### config.mk
export PLATFORM = sky130hd
export DESIGN_NAME = trw_fifo
export DESIGN_NICKNAME = d
export VERILOG_FILES = /design/src/trw_fifo.sv
export SDC_FILE = /design/constraint.sdc
export NUM_CORES = 1
export LEC_CHECK = 0
export BUFFER_PORTS_ARGS = -buffer_cell sky130_fd_sc_hd__buf_2
export CAP_MARGIN = 20
export CORE_MARGIN = 2
export CORE_UTILIZATION = 30
export DETAILED_ROUTE_END_ITERATION = 8
export PLACE_DENSITY = 0.5
export SLEW_MARGIN = 20
export SYNTH_ARGS = -nofsm -noshare
export SYNTH_HDL_FRONTEND = slang
export SYNTH_SLANG_ARGS = --single-unit
### constraint.sdc
create_clock -name clk -period 2.1 [get_ports clk]
set_clock_uncertainty 0.15 [all_clocks]
set_input_delay 0.315 -clock clk [delete_from_list [all_inputs] [get_ports clk]]
set_output_delay 0.315 -clock clk [all_outputs]
set_load 0.005 [all_outputs]
### src/trw_fifo.sv
// Small register queue used between the front and back and on the result side.
module trw_fifo #(
	parameter int W     = 8,
	parameter int DEPTH = 2
) (
	input  logic         clk,
	input  logic         arst_n,
	input  logic         push,
	input  logic [W-1:0] din,
	output logic         full,
	input  logic         pop,
	output logic [W-1:0] dout,
	output logic         empty
);

	localparam int PW = $clog2(DEPTH);
	localparam int CW = $clog2(DEPTH + 1);

	logic [W-1:0]  mem_q [DEPTH];
	logic [PW-1:0] wr_q;
	logic [PW-1:0] rd_q;
	logic [CW-1:0] count_q;
	logic          do_push;
	logic          do_pop;

	assign full    = (count_q == CW'(DEPTH));
	assign empty   = (count_q == '0);
	assign do_push = push && !full;
	assign do_pop  = pop && !empty;
	assign dout    = mem_q[rd_q];

	// Pointers and fill count.
	always_ff @(posedge clk or negedge arst_n) begin
		if (!arst_n) begin
			wr_q    <= '0;
			rd_q    <= '0;
			count_q <= '0;
		end else begin
			if (do_push) begin
				wr_q <= (wr_q == PW'(DEPTH - 1)) ? '0 : wr_q + 1'b1;
			end
			if (do_pop) begin
				rd_q <= (rd_q == PW'(DEPTH - 1)) ? '0 : rd_q + 1'b1;
			end
			if (do_push && !do_pop) begin
				count_q <= count_q + 1'b1;
			end else if (do_pop && !do_push) begin
				count_q <= count_q - 1'b1;
			end
		end
	end

	// Entry storage.
	always_ff @(posedge clk) begin
		if (do_push) begin
			mem_q[wr_q] <= din;
		end
	end

endmodule

==> run metrics <==
crit share post-route just under 90%; Crit path arrival time roughly 1.4 ns; Routed WL roughly 1200 um; first drt pass iteration count 2; register bit count reported by yosys 20; Syn Nets 57; P_int about 0.85 mW; Crit. End Element primary output; Post-Syn Area 782 um2; most frequent cells in the layout buf_2 (21), edfxtp_1 (16), mux2_1 (6), dfrtp_1 (4); initial antenna violation count 0; Ys Warns 0; Clock power frac between 10% and 20%; count of non-filler cells in the finished layout 101; Final Slew Violations 0; clock-pin transition on the worst setup and hold timing paths ~0.11 ns; DRC 0; final hold vios 0; Peak Freq around 0.54 GHz; Die H 55.1 um; vias in the first global route 394; status finished clean; net switching power roughly 0.35 mW; Syn Area/Cell ~18 um2; slowest stage cell, crit path dfrtp_1; Syn Inst Count 44; Post-layout nets 85; most common cell after layout, fill and taps aside buf_2; Seq/Total Area, Yosys approximately three quarters; Hold Path Origin din[7]; GRT overflow 0; post-layout minimum cycle time about 1.8 ns; post-synth cell types 15; TritonCTS clock tree yes; first-pass GRT wire length approximately 1800 um; Fin Setup TNS 0 ns; worst-path fanout max 9; switch share 29.5%; ANT cells 0; worst slew pin tran between 0.4 and 0.5 ns; CTS Sinks 20; Syn-to-layout area delta 24.2%; DR WL/cell 11.9 um; hpwl dp just over 900 um; CP top delay family flip-flops; Antenna Nets Post-Route 0; FF-to-FF End count_q[1]; DR vias/cell ~4.2; Clock Root Buffer clkbuf_4; Vias ~430; Crit Path Class reg -> out; TritonCTS buffer count 3; CP bufs+invs 1; die width between 50 and 60 um; Setup violations, final 0; Hold Path End mem_q[1][7]; gpl congestion 0.672; unrepaired setup endpoints after global routing false; Worst EP required ~1.6 ns; std cell rows 18; number of max-cap violations 0; post-cts gate resize count 0; Initial Util between 30% and 40%; RR Startpoint count_q[0]; Port Buf Inserts 21; Slew headroom 72.1%; leakage power between 0.4 and 0.5 nW; final core utilization ~39%; Max clock buf depth 2; r2r setup slk 0.49 ns; CP max stage delay ~0.60 ns; Peak VDD IR just under 500 uV; Placed Instances 96; I/O pin total 22; Initial DRC Count 8; sequential cell fraction of total power a little over half; min-delay worst type in -> reg; core area roughly 2500 um2; Pwr per Cell Area 1240 nW/um2; largest net degree at the start of global routing 12; gr usage total 9.03%; die footprint just over 3000 um2; H-Tree Level Count 1; critical path, cell by cell mux2_1 -> buf_2; CP Launch Type register; layout cells sized above 1 a little over two fifths; WHS Path Cells 1; Fill cells roughly 260; Clk Latency, worst-skew pair about 0.28 ns; cell depth of the worst flop-to-flop path 6; Comb power frac roughly a third
worst max-delay path by stage:
stage | slack, ns | from | depth (start not counted) | endpoint
6_report | 0.25 | rd_q | 2 | dout[1]
5_1_grt | 0.14 | rd_q | 2 | dout[1]
4_1_cts | 0.22 | rd_q | 2 | dout[1]
3_5_place_dp | 0.48 | count_q[0] | 6 | count_q[1]
3_3_place_gp | 0.49 | count_q[0] | 6 | count_q[1]
2_1_floorplan | 0.56 | count_q[0] | 3 | mem_q[0][0]
metal layers:
metal | GRT usage, % | part of all wire, % | up-vias
li1 | - | - | 211
met1 | 10.7 | 42 | 201
met3 | 2.96 | 5.7 | 2
met2 | 14.5 | 50 | 12
met5 | 0 | 0 | -
met4 | 4.88 | 1.6 | 0
registers in the layout, indices dropped and copies added (netlist names):
name     flops
count_q      2
wr_q         1
mem_q       16
rd_q         1
stage by stage:
| stage | hold slack (ns) | power [mW] | worst slack, ns | cell area, um2 |
|---|---|---|---|---|
| 2_1_floorplan | -0.131 | 0.882 | 0.558 | 782 |
| 3_3_place_gp | -0.0227 | 1.04 | 0.493 | 935 |
| 3_5_place_dp | -0.0243 | 1.04 | 0.479 | 935 |
| 4_1_cts | 0.0445 | 1.23 | 0.219 | 971 |
| 5_1_grt | 0.0355 | 1.30 | 0.141 | 971 |
| 6_report | 0.0541 | 1.20 | 0.252 | 971 |
cell type report:
class | instances | area [um2] | area share (%)
Clock buffer | 4 | 26.3 | 2.71
Inverter | 2 | 7.51 | 0.773
Multi-Input combinational cell | 21 | 189 | 19.5
Sequential cell | 20 | 581 | 59.8
Tap cell | 30 | 37.5 | 3.87
Timing Repair Buffer | 24 | 130 | 13.4
synthesized netlist by cell type:
cell | n | area [um2]
edfxtp_1 | 16 | 480
ha_1 | 1 | 12.5
dfrtp_1 | 4 | 100
nand2_2 | 1 | 6.26
mux2_2 | 2 | 22.5
and3_1 | 1 | 6.26
xor2_1 | 2 | 17.5
xnor2_2 | 1 | 16.3
o21ai_1 | 1 | 5.00
nand2b_1 | 1 | 6.26
mux2_1 | 6 | 67.6
buf_2 | 1 | 5.00
inv_1 | 2 | 7.51
nor2_1 | 3 | 11.3
xnor2_1 | 2 | 17.5
power by group through the flow:
stage / sequential (mW) / clock [mW] / combinational (mW)
after floorplan: 0.604 / 0 / 0.278
after CTS: 0.645 / 0.190 / 0.392
after detailed placement: 0.653 / 0 / 0.392
after global placement: 0.650 / 0 / 0.388
after global routing: 0.660 / 0.204 / 0.438
final: 0.642 / 0.178 / 0.381
timing repair:
action / in CTS / in global routing
hold buffers: 1 / 0
setup buffers: 0 / 0
hold endpoints to repair: 4 / 0
cells by family (layout without fill, tap and decap cells):
kind of cell / count (synthesis) / after routing / share of synthesized area (%)
buffers and inverters: 3 / 30 / 1.60
adders and majority gates: 1 / 1 / 1.60
DFF: 20 / 20 / 74.2
AOI/OAI and AO/OA: 1 / 1 / 0.639
xor gates and xnor gates: 5 / 5 / 6.56
muxes: 8 / 8 / 11.5
and+or+nand+nor: 6 / 6 / 3.84
Note: power is estimated with default switching activity, not from simulation.
