$ cat src/trw_pkg.sv
// Shared codes, constants and word types of the trie root word replacer.
package trw_pkg;

	// Command codes on the input channel.
	localparam logic [2:0] CMD_CLEAR    = 3'd0;
	localparam logic [2:0] CMD_LETTER   = 3'd1;
	localparam logic [2:0] CMD_WORD_END = 3'd2;
	localparam logic [2:0] CMD_BYTE     = 3'd3;
	localparam logic [2:0] CMD_END      = 3'd4;

	// Classified operations handed from the front to the back.
	localparam logic [2:0] OP_CLEAR      = 3'd0;
	localparam logic [2:0] OP_LETTER     = 3'd1;
	localparam logic [2:0] OP_LETTER_BAD = 3'd2;
	localparam logic [2:0] OP_WORD_END   = 3'd3;
	localparam logic [2:0] OP_SPACE      = 3'd4;
	localparam logic [2:0] OP_BYTE       = 3'd5;
	localparam logic [2:0] OP_DONE       = 3'd6;

	// Status codes on the result channel.
	localparam logic [1:0] STAT_OK         = 2'd0;
	localparam logic [1:0] STAT_FULL       = 2'd1;
	localparam logic [1:0] STAT_BAD_LETTER = 2'd2;

	// Character constants.
	localparam logic [7:0] CH_A     = 8'd97;
	localparam logic [7:0] CH_SPACE = 8'd32;
	localparam int         LETTERS  = 26;

	// Branch index width, enough for the largest alphabet.
	localparam int BR_W = 5;

	// Word carried by the queue between front and back.
	typedef struct packed {
		logic [2:0]      op;
		logic [7:0]      letter;
		logic [BR_W-1:0] br;
		logic            br_ok;
	} op_word_t;

	// Word carried by the result queue.
	typedef struct packed {
		logic [7:0] out_char;
		logic       done;
		logic [1:0] status;
	} res_word_t;

endpackage

$ cat src/trw_front.sv
// Front end: accepts input words and classifies them into back-end operations.
module trw_front import trw_pkg::*; #(
	parameter int ALPHABET = 26
) (
	input  logic       push,
	output logic       full,
	input  logic [2:0] cmd,
	input  logic [7:0] letter,
	input  logic       q_full,
	output logic       q_push,
	output op_word_t   q_word
);

	localparam int LIMIT = (ALPHABET < LETTERS) ? ALPHABET : LETTERS;

	logic [7:0] offs;
	logic       br_ok;
	logic       useful;
	logic [2:0] op;

	// Branch index of the byte and whether it has a branch at all.
	assign offs  = letter - CH_A;
	assign br_ok = (letter >= CH_A) && (offs < 8'(LIMIT));

	// Command decode; unused command codes are accepted and dropped.
	always_comb begin
		useful = 1'b1;
		op     = OP_CLEAR;
		unique case (cmd)
			CMD_CLEAR:    op = OP_CLEAR;
			CMD_LETTER:   op = br_ok ? OP_LETTER : OP_LETTER_BAD;
			CMD_WORD_END: op = OP_WORD_END;
			CMD_BYTE:     op = (letter == CH_SPACE) ? OP_SPACE : OP_BYTE;
			CMD_END:      op = OP_DONE;
			default:      useful = 1'b0;
		endcase
	end

	assign full          = q_full;
	assign q_push        = push && !q_full && useful;
	assign q_word.op     = op;
	assign q_word.letter = letter;
	assign q_word.br     = offs[BR_W-1:0];
	assign q_word.br_ok  = br_ok;

endmodule

$ cat config.mk
export PLATFORM = sky130hd
export DESIGN_NAME = trw_front
export DESIGN_NICKNAME = d
export VERILOG_FILES = /design/src/trw_pkg.sv /design/src/trw_front.sv
export SDC_FILE = /design/constraint.sdc
export NUM_CORES = 1
export LEC_CHECK = 0
export BUFFER_PORTS_ARGS = -buffer_cell sky130_fd_sc_hd__buf_4
export CELL_PAD_IN_SITES_DETAIL_PLACEMENT = 0
export CELL_PAD_IN_SITES_GLOBAL_PLACEMENT = 2
export CORE_UTILIZATION = 19
export DETAILED_ROUTE_END_ITERATION = 8
export PLACE_DENSITY_LB_ADDON = 0.15
export SLEW_MARGIN = 0
export SYNTH_ARGS = -nofsm -noshare
export SYNTH_HDL_FRONTEND = slang
export SYNTH_SLANG_ARGS = --single-unit
$ cat constraint.sdc
create_clock -name vclk -period 1.64
set_input_delay 0.082 -clock vclk [all_inputs]
set_output_delay 0.082 -clock vclk [all_outputs]
set_load 0.02 [all_outputs]
==> results of run 1 <==
[per-stage QoR]
stage	instance area (sq um)	worst slack (ps)	hold WS [ps]	power, mW	std cells
2_1_floorplan	403	4.50	260	0.108	59
3_3_place_gp	666	10.1	371	0.203	116
3_5_place_dp	666	-47.4	370	0.201	116
4_1_cts	668	47.9	371	0.202	116
5_1_grt	729	-64.4	382	0.237	117
6_report	729	49.9	370	0.219	117
[power breakdown]
part / switching, mW / internal, mW / leakage, nW
clock: 0 / 0 / 0
sequential: 0 / 0 / 0
combinational: 0.110 / 0.109 / 0.345
[cells by family (layout without fill, tap and decap cells)]
kind of cell / Yosys count / count (layout) / synth area share (%)
buffers and inverters: 15 / 46 / 23.3
adders and majority gates: 3 / 3 / 9.32
and+or+nand+nor: 26 / 26 / 39.8
AOI/OAI and AO/OA: 12 / 12 / 21.1
xor gates and xnor gates: 3 / 3 / 6.52
[worst paths after layout]
check / start / endpoint / cells after the start
max: letter[1] / q_word[14] / 9
min: q_full / full / 2
[Yosys cell counts]
library cell and count:
buf_4 10, inv_1 4, nor2b_1 4, ha_1 3, nand2_1 3, nand3_1 3
nor2_1 3, a21oi_1 2, nand2b_1 2, nand4_1 2, nor3_1 2, nor3_2 2
o21ai_0 2, o21ai_1 2, xor2_1 2, a21boi_1 1, a22o_1 1, a22oi_2 1
a32o_1 1, a32oi_1 1, and3b_1 1, clkbuf_1 1, nand3b_1 1, nor2_2 1
nor3b_1 1, nor4_2 1, o211ai_1 1, xnor2_1 1
[final cells by class]
cell class         instances  area, sq um
multi-input cells         44          347
inverters                  4         18.8
well taps                 27         33.8
repair buffers            42          330
fillers                  221         1250
[layout by cell type (no fill, tap or decap), types with 2 or more instances in the layout]
cell type | netlist | layout
nor2_1 | 3 | 3
nor3_2 | 2 | 2
o21ai_1 | 2 | 2
buf_4 | 10 | 39
nand4_1 | 2 | 2
buf_6 | 0 | 2
inv_1 | 4 | 3
o21ai_0 | 2 | 2
ha_4 | 0 | 2
nand2_1 | 3 | 3
nor3_1 | 2 | 2
nor2b_1 | 4 | 4
xor2_1 | 2 | 2
nand3_1 | 3 | 3
[repair_timing]
item,4_1_cts,5_1_grt
gates resized for setup,1,10
setup buffers,0,1
setup endpoints to repair,1,3
pin swaps,1,8
hold endpoints to repair,0,0
[per-layer routing]
| layer | wire (um) | up-vias | part of all wire (%) |
|---|---|---|---|
| li1 | - | 266 | - |
| met1 | 557 | 225 | 47 |
| met2 | 552 | 18 | 47 |
| met3 | 62 | 0 | 5.3 |
| met4 | 0 | 0 | 0 |
| met5 | 0 | - | 0 |
==> results.json, run 1 <==
{
  "final_core_util_pct": 36.8,
  "start_kind": "input port",
  "drv_slew": 0,
  "wl_per_cell_um": 10.0,
  "place.gp.congestion": 0.755,
  "ys_seq_area_share_pct": 0,
  "synth_area_per_cell_sq_um": 6.83,
  "row_count": 16,
  "ys_warn_count": 0,
  "grt_max_degree": 9,
  "drive_above_1_share_pct": 58.9,
  "worstPathRequired_ps": 1560,
  "path_max_fanout": 3,
  "path_cells": "buf_8 -> clkinvlp_4 -> ha_4 -> a21oi_2 -> o211ai_1 -> nand3_1 -> nor3_2 -> a32o_2 -> buf_6",
  "antenna_found_initial": 0,
  "grt_pass1_vias": 355,
  "hold_viol": 0,
  "grt_first_pass_wirelength_mm": 1.59,
  "start_util_pct": 20.3,
  "wirelength_mm": 1.17,
  "vias": 509,
  "ff_latch_area_sq_um": 0,
  "max_slew.worst_pin.slew_ps": 255,
  "post-route-period-util_pct": 97.0,
  "status": "finished clean",
  "synth_top_area_share_pct": 18.6,
  "leakage_nw": 0.345,
  "min_path_type": "input port to primary output",
  "grt_use_met2_pct": 15.9,
  "drtAntennaViolNets": 0,
  "gr-usage-all-layers_pct": 9.31,
  "rsz0062_at_grt": "true",
  "viasPerCell": 4.35,
  "setup_tns_ps": 0,
  "seq_cells": 0,
  "cts-hold-fix-buffers": 0,
  "yosys.area.top_type": "buf_4",
  "n_clock_buffer": 0,
  "die-area_sq_mm": 0.00231,
  "syn_to_final_growth_pct": 81.1,
  "busiest_layer": "met2",
  "fmax_mhz": 629,
  "worstPathArrival_ps": 1510,
  "crit_type": "input port to primary output",
  "synth_area_sq_um": 403,
  "die_h_um": 48.1,
  "dp_hpwl_um": 936,
  "grt_util_met1_pct": 13.8,
  "syn-num-nets": 75,
  "crit_family": "compound AO/OA/AOI/OAI gates",
  "drt_iter0_markers": 3,
  "vdd_drop_max_mv": 0.118,
  "first_pass_iters": 4,
  "numPortBuffers": 32,
  "synth_area_leaders": "buf_4 19%, ha_1 9.3%, nor2b_1 6.2%, nor3_2 5.0%, xor2_1 4.3%",
  "core_area_sq_mm": 0.00198,
  "setup_viol": 0,
  "crit_slowest_cell": "ha_4",
  "drv_cap": 0,
  "num_antenna_cells": 0,
  "p_per_area_mw_per_mm2": 300,
  "die_x_um": 48.1,
  "endpoint_kind": "primary output",
  "grt_overflow_total": 0,
  "slowest_delay_ps": 300,
  "use_met3_pct": 0,
  "max_slew_margin_pct": 82.9,
  "ys_types": 28,
  "synthCells": 59,
  "critical_path_buf_inv_count": 3,
  "period_needed_ps": 1590,
  "drcViolationCount": 0,
  "ios": 32,
  "nNetsFinal": 108
}
Power figures use the tool's default switching activity.
==> run 2, diff against run 1 <==
--- a/config.mk
+++ b/config.mk
@@ -7,8 +7,8 @@
 export LEC_CHECK = 0
 export BUFFER_PORTS_ARGS = -buffer_cell sky130_fd_sc_hd__buf_4
 export CELL_PAD_IN_SITES_DETAIL_PLACEMENT = 0
-export CELL_PAD_IN_SITES_GLOBAL_PLACEMENT = 2
-export CORE_UTILIZATION = 19
+export CELL_PAD_IN_SITES_GLOBAL_PLACEMENT = 1
+export CORE_UTILIZATION = 27
 export DETAILED_ROUTE_END_ITERATION = 8
 export PLACE_DENSITY_LB_ADDON = 0.15
 export SLEW_MARGIN = 0
==> results.json, run 2 (synthesized netlist as in run 1, its figures left out) <==
{
  "drive_above_1_share_pct": 59.6,
  "leakage_nw": 0.335,
  "max_slew.worst_pin.slew_ps": 261,
  "grt_max_degree": 9,
  "gr-usage-all-layers_pct": 11.5,
  "multi_input_area_sq_um": 347,
  "p_switching_mw": 0.109,
  "status": "finished clean",
  "viasPerCell": 4.70,
  "rsz0062_at_grt": "true",
  "drtAntennaViolNets": 0,
  "first_pass_iters": 4,
  "antenna_found_initial": 0,
  "max_slew_margin_pct": 82.5,
  "dpl_cell_area_sq_um": 636,
  "seq_cells": 0,
  "row_count": 13,
  "syn_to_final_growth_pct": 76.4,
  "numPortBuffers": 32,
  "worstPathArrival_ps": 1530,
  "path_max_fanout": 4,
  "dp_cells": 102,
  "grt_first_pass_wirelength_mm": 1.39,
  "final_cell_area_sq_um": 711,
  "critical_path.startpoint": "letter[0]",
  "internal_power_mw": 0.109,
  "layout_common_cells": "38 x buf_4, 4 x nor2b_1, 3 x nand3_1, 3 x nor2_1, 3 x nand2_1",
  "nNetsFinal": 107,
  "vdd_drop_max_mv": 0.185,
  "min_path_type": "input port to primary output",
  "vias": 489,
  "drv_slew": 0,
  "nFillCells": 146,
  "hold_path_depth": 2,
  "drcViolationCount": 0,
  "post-route-period-util_pct": 98.4,
  "grt_pass1_vias": 327,
  "p_per_area_mw_per_mm2": 305,
  "layout_commonest_cell": "buf_4",
  "finalNonFillerCells": 104,
  "place.gp.congestion": 0.807,
  "wl_per_cell_um": 10.0,
  "start_kind": "input port",
  "seqPwrFrac_pct": 0,
  "endpoint_kind": "primary output",
  "total_power_mw": 0.217,
  "n_clock_buffer": 0,
  "period_needed_ps": 1610,
  "start_util_pct": 29.8,
  "fmax_mhz": 619,
  "hp-start": "q_full",
  "core_area_sq_mm": 0.00135,
  "dp_hpwl_um": 815,
  "num_antenna_cells": 0,
  "wirelength_mm": 1.04,
  "p_comb_share_pct": 100.0,
  "die_h_um": 40.6,
  "die_x_um": 40.6,
  "setup_viol": 0,
  "ff_latch_area_sq_um": 0,
  "worstPathRequired_ps": 1560,
  "die-area_sq_mm": 0.00165,
  "final_core_util_pct": 52.6,
  "switching_share_pct": 50.0,
  "crit_type": "input port to primary output",
  "drt_iter0_markers": 9,
  "pwr-share-clk_pct": 0,
  "hold-worst-slack_ps": 370,
  "cts-hold-fix-buffers": 0,
  "drv_cap": 0,
  "grt_overflow_total": 0,
  "hold_viol": 0,
  "ios": 32
}
## run 2: cell types whose count changed in the layout (fill, tap and decap cells not counted)
cell        before  now
buf_4           39   38
clkinvlp_4       1    2
inv_1            3    2
## run 2: final timing paths
path                         end
worst max-delay path  q_word[14]
worst min-delay path        full
## run 2: power by group through the flow
stage / Sequential, mW / Clock (mW) / Combinational [mW]
6_report: 0 / 0 / 0.217
5_1_grt: 0 / 0 / 0.235
4_1_cts: 0 / 0 / 0.197
3_5_place_dp: 0 / 0 / 0.195
3_3_place_gp: 0 / 0 / 0.196
2_1_floorplan: 0 / 0 / 0.108
## run 2: metrics by stage
stage | TNS (ps) | setup WS (ps)
floorplan | 0 | 4.50
global placement | 0 | 10.0
detailed placement | -51.3 | -51.3
CTS | 0 | 8.99
global route | -57.9 | -51.6
finish | 0 | 25.6
## run 2: final cells by class
type	instances	area share, %
Multi-Input combinational cell	44	48.8
Timing Repair Buffer	41	45.4
Inverter	4	3.17
Tap cell	15	2.64
## run 2: worst max-delay path, cell delays in order
cell        delay (ps)
buf_6               80
clkinvlp_4         120
ha_4               310
a21oi_2             50
o211ai_1           190
nand3_1            120
nor3_2             250
a32o_2             210
buf_6              110
## run 2: what timing repair did
item,in CTS,in global routing
pin swaps,0,6
resized for setup,1,11
buffers inserted,0,2
endpoints found under the setup margin,1,3
## run 2: layer usage
metal,wire [um],GRT usage (%)
met5,0,0
met4,0,0
met2,464,17.9
met1,527,18.6
met3,49,0
